## src/hdl/cfa_pkg.sv

```systemverilog
// contiguous fit allocator: shared constants, cell layout, controller state,
// command and status structs
// no dependencies
`timescale 1ns / 1ps
`default_nettype none

package cfa_pkg;

  localparam int unsigned CELL_COUNT = 1024;
  localparam int unsigned IDX_W      = $clog2(CELL_COUNT);
  localparam int unsigned LEN_W      = $clog2(CELL_COUNT + 1);
  localparam int unsigned SIZE_W     = 11;
  localparam int unsigned OWNER_W    = 16;
  localparam int unsigned START_W    = 10;
  localparam int unsigned POL_W      = 2;
  localparam int unsigned CMP_W      = (LEN_W > SIZE_W) ? LEN_W : SIZE_W;

  localparam logic [POL_W-1:0] POL_FIRST = 2'd0;
  localparam logic [POL_W-1:0] POL_BEST  = 2'd1;
  localparam logic [POL_W-1:0] POL_WORST = 2'd2;

  localparam logic MODE_ALLOC = 1'b0;
  localparam logic MODE_CLEAR = 1'b1;

  typedef logic [CMP_W-1:0] cmp_t;

  typedef struct packed {
    logic               held;
    logic [OWNER_W-1:0] owner;
  } cell_t;

  typedef enum logic [3:0] {
    ST_INIT,
    ST_IDLE,
    ST_SCAN,
    ST_DRAIN,
    ST_FLUSH,
    ST_CHOOSE,
    ST_WRITE,
    ST_CLEAR,
    ST_CDRAIN,
    ST_RESP
  } state_e;

  // controller to datapath
  typedef struct packed {
    logic init_wr;
    logic cnt_clr;
    logic cnt_inc;
    logic rd_en;
    logic load_req;
    logic flush;
    logic wr_load;
    logic alloc_wr;
    logic res_load;
  } cmd_t;

  // datapath to controller
  typedef struct packed {
    logic in_clear;
    logic in_size_zero;
    logic addr_last;
    logic found;
    logic rem_last;
    logic out_free;
  } sts_t;

endpackage

`default_nettype wire

```

## src/hdl/cfa_ctrl.sv

```systemverilog
// allocator controller: sequences reset sweep, scan, placement write and clear
// depends on cfa_pkg (state_e, cmd_t, sts_t)
`timescale 1ns / 1ps
`default_nettype none

module cfa_ctrl
  import cfa_pkg::*;
(
  input  wire  clk_i,
  input  wire  rst_ni,
  input  wire  in_valid_i,
  input  sts_t sts_i,
  output logic in_ready_o,
  output cmd_t cmd_o
);

  state_e state_q, state_d;

  always_ff @(posedge clk_i or negedge rst_ni) begin
    if (!rst_ni) begin
      state_q <= ST_INIT;
    end else begin
      state_q <= state_d;
    end
  end

  // next state
  always_comb begin
    state_d = state_q;
    unique case (state_q)
      ST_INIT: begin
        if (sts_i.addr_last) state_d = ST_IDLE;
      end
      ST_IDLE: begin
        if (in_valid_i) begin
          if (sts_i.in_clear)          state_d = ST_CLEAR;
          else if (sts_i.in_size_zero) state_d = ST_RESP;
          else                         state_d = ST_SCAN;
        end
      end
      ST_SCAN: begin
        if (sts_i.addr_last) state_d = ST_DRAIN;
      end
      ST_DRAIN:  state_d = ST_FLUSH;
      ST_FLUSH:  state_d = ST_CHOOSE;
      ST_CHOOSE: begin
        state_d = sts_i.found ? ST_WRITE : ST_RESP;
      end
      ST_WRITE: begin
        if (sts_i.rem_last) state_d = ST_RESP;
      end
      ST_CLEAR: begin
        if (sts_i.addr_last) state_d = ST_CDRAIN;
      end
      ST_CDRAIN: state_d = ST_RESP;
      ST_RESP: begin
        if (sts_i.out_free) state_d = ST_IDLE;
      end
      default: state_d = ST_INIT;
    endcase
  end

  // outputs
  always_comb begin
    cmd_o      = '0;
    in_ready_o = 1'b0;
    unique case (state_q)
      ST_INIT: begin
        cmd_o.init_wr = 1'b1;
        cmd_o.cnt_inc = 1'b1;
      end
      ST_IDLE: begin
        in_ready_o = 1'b1;
        if (in_valid_i) begin
          cmd_o.load_req = 1'b1;
          cmd_o.cnt_clr  = 1'b1;
        end
      end
      ST_SCAN, ST_CLEAR: begin
        cmd_o.rd_en   = 1'b1;
        cmd_o.cnt_inc = 1'b1;
      end
      ST_DRAIN, ST_CDRAIN: begin
      end
      ST_FLUSH: cmd_o.flush = 1'b1;
      ST_CHOOSE: begin
        if (sts_i.found) cmd_o.wr_load = 1'b1;
      end
      ST_WRITE: cmd_o.alloc_wr = 1'b1;
      ST_RESP: begin
        if (sts_i.out_free) cmd_o.res_load = 1'b1;
      end
      default: begin
      end
    endcase
  end

endmodule

`default_nettype wire

```

## config.mk

```make
export PLATFORM = sky130hd
export DESIGN_NAME = cfa_ctrl
export DESIGN_NICKNAME = d
export VERILOG_FILES = /design/src/hdl/cfa_pkg.sv /design/src/hdl/cfa_ctrl.sv
export SDC_FILE = /design/constraint.sdc
export NUM_CORES = 1
export LEC_CHECK = 0
export BUFFER_PORTS_ARGS = -buffer_cell sky130_fd_sc_hd__buf_2
export CAP_MARGIN = 25
export CORE_AREA = 8 8 45 47
export CTS_CLUSTER_DIAMETER = 50
export CTS_CLUSTER_SIZE = 12
export DETAILED_ROUTE_END_ITERATION = 12
export DIE_AREA = 0 0 53 55
export HOLD_SLACK_MARGIN = 0.12
export MAX_ROUTING_LAYER = met4
export PLACE_DENSITY = 0.66
export RECOVER_POWER = 25
export SYNTH_ARGS = -nofsm -noshare
export SYNTH_HDL_FRONTEND = slang
export SYNTH_SLANG_ARGS = --single-unit
```

## constraint.sdc

```tcl
create_clock -name clk_i -period 2.6 [get_ports clk_i]
set_input_delay 0.52 -clock clk_i [delete_from_list [all_inputs] [get_ports clk_i]]
set_output_delay 0.52 -clock clk_i [all_outputs]
set_load 0.03 [all_outputs]
```

After elaboration in Yosys (flattened, before gate mapping)
Index checks and enable logic that the tools add are counted.
{"block": "totals", "reg_bits": 4, "wordCells": 42}
{"block": "op_classes", "n_reduce_logical": 4, "muxes": 22, "n_eq_ne": 15}
{"op": "case mux 4 bit (10 select lines)", "count": 1}
{"op": "two-way mux 4 bit", "count": 9}
{"op": "equality test 4 x 3 -> 1 bit (second input constant)", "count": 4}
{"op": "two-way mux 1 bit", "count": 12}
{"op": "inequality test 2 bit (second input constant)", "count": 6}
{"op": "equality test 4 x 2 -> 1 bit (second input constant)", "count": 2}
{"op": "equality test 4 bit (second input constant)", "count": 2}
{"op": "AND reduction 6 bit", "count": 1}
{"op": "equality test 4 x 1 -> 1 bit (second input constant)", "count": 1}
{"op": "logical NOT 4 bit", "count": 1}
{"op": "OR reduction 3 bit", "count": 1}
{"op": "OR reduction 2 bit", "count": 1}

Longest topological paths before layout
{"block": "logic_depth", "ltp_word": 4, "mapped_depth": 5, "ltp_nobuf": 4}

Worst setup path before layout
No wires, ideal clock.
{"block": "synth_path", "path_type": "reg-to-output", "start": "register state_q[1]", "end": "output cmd_o[8] (netlist bit)", "path_buffers": 1, "stages_incl_launch_ff": 3, "path_slack_ns": 0.505, "arrival_time_ns": 1.575, "cell_sequence": "dfrtp_1 buf_2 nor4_1"}
{"item": "start, declared", "line": "cfa_ctrl.sv:17", "rtl": "state_e state_q, state_d;"}
{"item": "start signal, assigned", "line": "cfa_ctrl.sv:23", "rtl": "state_q <= state_d;"}
{"item": "end, declared", "line": "cfa_ctrl.sv:14", "rtl": "output cmd_t cmd_o"}

==> parameters.txt <==
Parameter                              Value

Outcome
  Run status    finished clean

Pwr
  Portion of total power attributed to combinational logic    0.647
  Internal cell power    0.000365 W
  Share of power burned in the clock network    0.108
  P_leak    0.308 nW
  Power per cell area    1310 nW/um2
  Largest voltage drop on the vdd net    0.574 mV
  Sequential share of power    0.245
  Switching Power    around 0.00038 W
  Switching share of total power    0.508

Synth
  Synthesized instance count    55
  Fraction of registers with async set/reset    1.00
  Unique cell type count in the Yosys netlist    33
  Most used flip-flop cell after synthesis    dfrtp_1
  Number of enable flip-flop cells after synthesis    0
  Area share of the largest cell type after synthesis    0.215
  Yosys warnings    0
  Synth area leaders    dfrtp_1 22%, mux2_4 6.5%, buf_4 4.8%, mux2i_1 4.3%, o221a_4 4.3%
  Number of nets in the synthesized netlist    64
  Avg Synthesized Cell Area    8.46 um2
  Synthesis-stage register bit count    4
  Cell area after synthesis    465 um2
  Cell type with the largest total area after synthesis    dfrtp_1
  Sequential fraction of the synthesis area    0.215

Route
  Met1 Routed Length    466 um
  WL met3    58 um
  Sum of met2 wire segment lengths after detailed routing    584 um
  Vias after detailed routing    462
  Final routed wirelength across all metal layers    roughly 1100 um
  Remaining antenna violation count after routing    0
  Number of design rule violations left after detail routing    0
  Violation count after the first detailed-routing iteration    10
  Iteration count of the initial detailed-routing pass    4
  Vias per inst    roughly 5.3
  Drt wl/cell    12.9 um
  Topmost layer with routed signal wires    met4

Finish
  Total of fill cells in the finished design    151
  Total area of sequential cells    100 um2
  Max reg flops    4
  Largest Register    state_q
  Final-stage net count    83
  Signed area change from the synthesized netlist to the final layout    22.0%
  Count of inserted antenna diode cells    0
  Leading cell type in the layout, fill and taps excluded    buf_2
  Share of cells above drive strength 1    0.403
  Biggest regs    state_q (4)
  Top library cells by usage in the layout, fill and taps aside    17 x buf_2, 5 x inv_1, 4 x dfrtp_1
  Share of the core filled with cells in the final layout    0.410
  Multi-input logic area    304 um2
  Post-route standard cell area excluding fillers    568 um2

Setup path
  Endpoint of the lowest-slack register-to-register path    state_q[1]$_DFFE_PN0P_
  Class of the most critical setup path    reg2out
  Type of element launching the critical path    flop
  Worst reg2reg startpoint    state_q[2]$_DFFE_PN0P_
  Critical-path maximum fanout    15
  Setup crit end kind    output pin
  Worst reg2reg path depth    4
  Capture point of the critical path    cmd_o[4]
  Reg2reg setup slack    0.88 ns
  CP Data Required Time    2.08 ns
  Crit path launch    state_q[0]$_DFFE_PN0P_
  CP arrival    1.65 ns

Placed design
  DP Area    537 um2
  Post-DP HPWL    885 um
  Input/output buffers    18
  RD Place Congestion    0.794

Clock network
  Post-CTS Repair Setup Buffers    0
  Max clock buf depth    2
  Post_cts resized    0
  Clock insertion delay at the later pin of the skew report    0.24 ns
  Clock slew at reported path FFs    0.04 ns
  Total number of clock tree sinks    4
  CTS Buf Count    3
  Buffer type at the clock tree root    clkbuf_4
  Htree depth    1
  Clock tree from TritonCTS    built

Floorplan
  Die width    53 um
  Die outline area    between 2000 and 3000 um2
  Row cnt    14
  Boundary pin count    19
  Die height    55 um
  Initial core utilization    0.336
  Placeable core region    1380 um2

Timing
  Pins over their slew limit    0
  Share of the cycle needed by the critical path after routing    0.836
  Summed negative setup slack over all endpoints    0 ns
  Time the worst path needs with I/O delays and setup    2.17 ns
  Final setup violating endpoints    0
  Final hold violations    0
  Worst rel slew slack    0.700
  RSZ-0062 raised after global routing    no
  Maximum clock frequency    0.460 GHz
  Actual slew at the worst max-slew pin    0.449 ns
  Maximum clock skew at final layout    0.00566 ns

Hold path
  Hold path startpoint    sts_i[0]
  Hold WC Path Type    in2reg

Job
  Total of max-cap violations    0

GRT
  Gr ovfl total    0
  Number of global-route vias before repair    427
  Overall track demand over capacity in global routing    0.0847
  Global-route wire length before repair    between 1500 and 2000 um
  Initial antenna violation count    0
  Largest net degree at the start of global routing    16
cells by family (layout without fill, tap and decap cells):
| group | count (synthesis) | after routing | synth area share |
|---|---|---|---|
| multiplexers | 4 | 4 | 0.108 |
| flip-flops | 4 | 4 | 0.215 |
| AO/OA/AOI/OAI | 13 | 13 | 0.229 |
| buffers and inverters | 11 | 28 | 0.132 |
| XOR/XNOR | 1 | 1 | 0.0188 |
| AND/OR/NAND/NOR | 22 | 22 | 0.298 |
per-layer routing:
layer	global-route usage	vias up
li1	-	232
met1	0.0936	214
met2	0.131	13
met3	0.0187	3
met4	0.0647	0
met5	-	-
timing repair:
item	CTS	global route
hold buffers	1	0
setup endpoints to repair	0	0
endpoints found under the hold margin	4	0
synth_stat cells, types with 2 or more instances:
master   n
mux2_4   2
inv_1    5
buf_4    3
a21oi_1  2
dfrtp_1  4
o32ai_1  2
nand2_2  2
nor3_1   3
and3_1   3
nor2_1   2
a31oi_1  2
nand2_1  2
nor2b_1  2
mux2i_1  2
how the worst min path moves through the flow:
stage / end / cells after the start
final: state_q[3]$_DFFE_PN0P_ / 2
after global routing: state_q[3]$_DFFE_PN0P_ / 2
after CTS: state_q[3]$_DFFE_PN0P_ / 2
after detailed placement: state_q[1]$_DFFE_PN0P_ / 1
after global placement: state_q[1]$_DFFE_PN0P_ / 1
after floorplan: state_q[0]$_DFFE_PN0P_ / 0
final cells by class:
type	instances	share of cell area
clock buffer	3	0.0396
sequential	4	0.176
inverter	6	0.0396
timing repair buffer	19	0.174
multi-input combinational	40	0.535
tap	16	0.0352
critical path, cell delays in order, from the launching register on:
cell and delay [ns]:
dfrtp_1 0.61, nor2b_1 0.27, and3_1 0.20, and2_1 0.13, buf_2 0.19
metrics by stage:
step	hold WS, ns	std cells	setup slack [ns]	total power (W)
final	0.495	88	0.426	0.000741
after global routing	0.520	88	0.291	0.000795
after CTS	0.504	88	0.430	0.000747
after detailed placement	0.326	84	0.706	0.000665
after global placement	0.327	84	0.753	0.000661
after floorplan	0.224	55	0.505	0.000589
power by group through the flow:
stage	clock network, W	registers, W	logic (W)
floorplan	0	0.000114	0.000476
global placement	0	0.000181	0.000481
detailed placement	0	0.000183	0.000482
CTS	0.0000808	0.000181	0.000486
global route	0.0000808	0.000193	0.000521
finish	0.0000802	0.000182	0.000480
(Power assumes the default switching activity.)
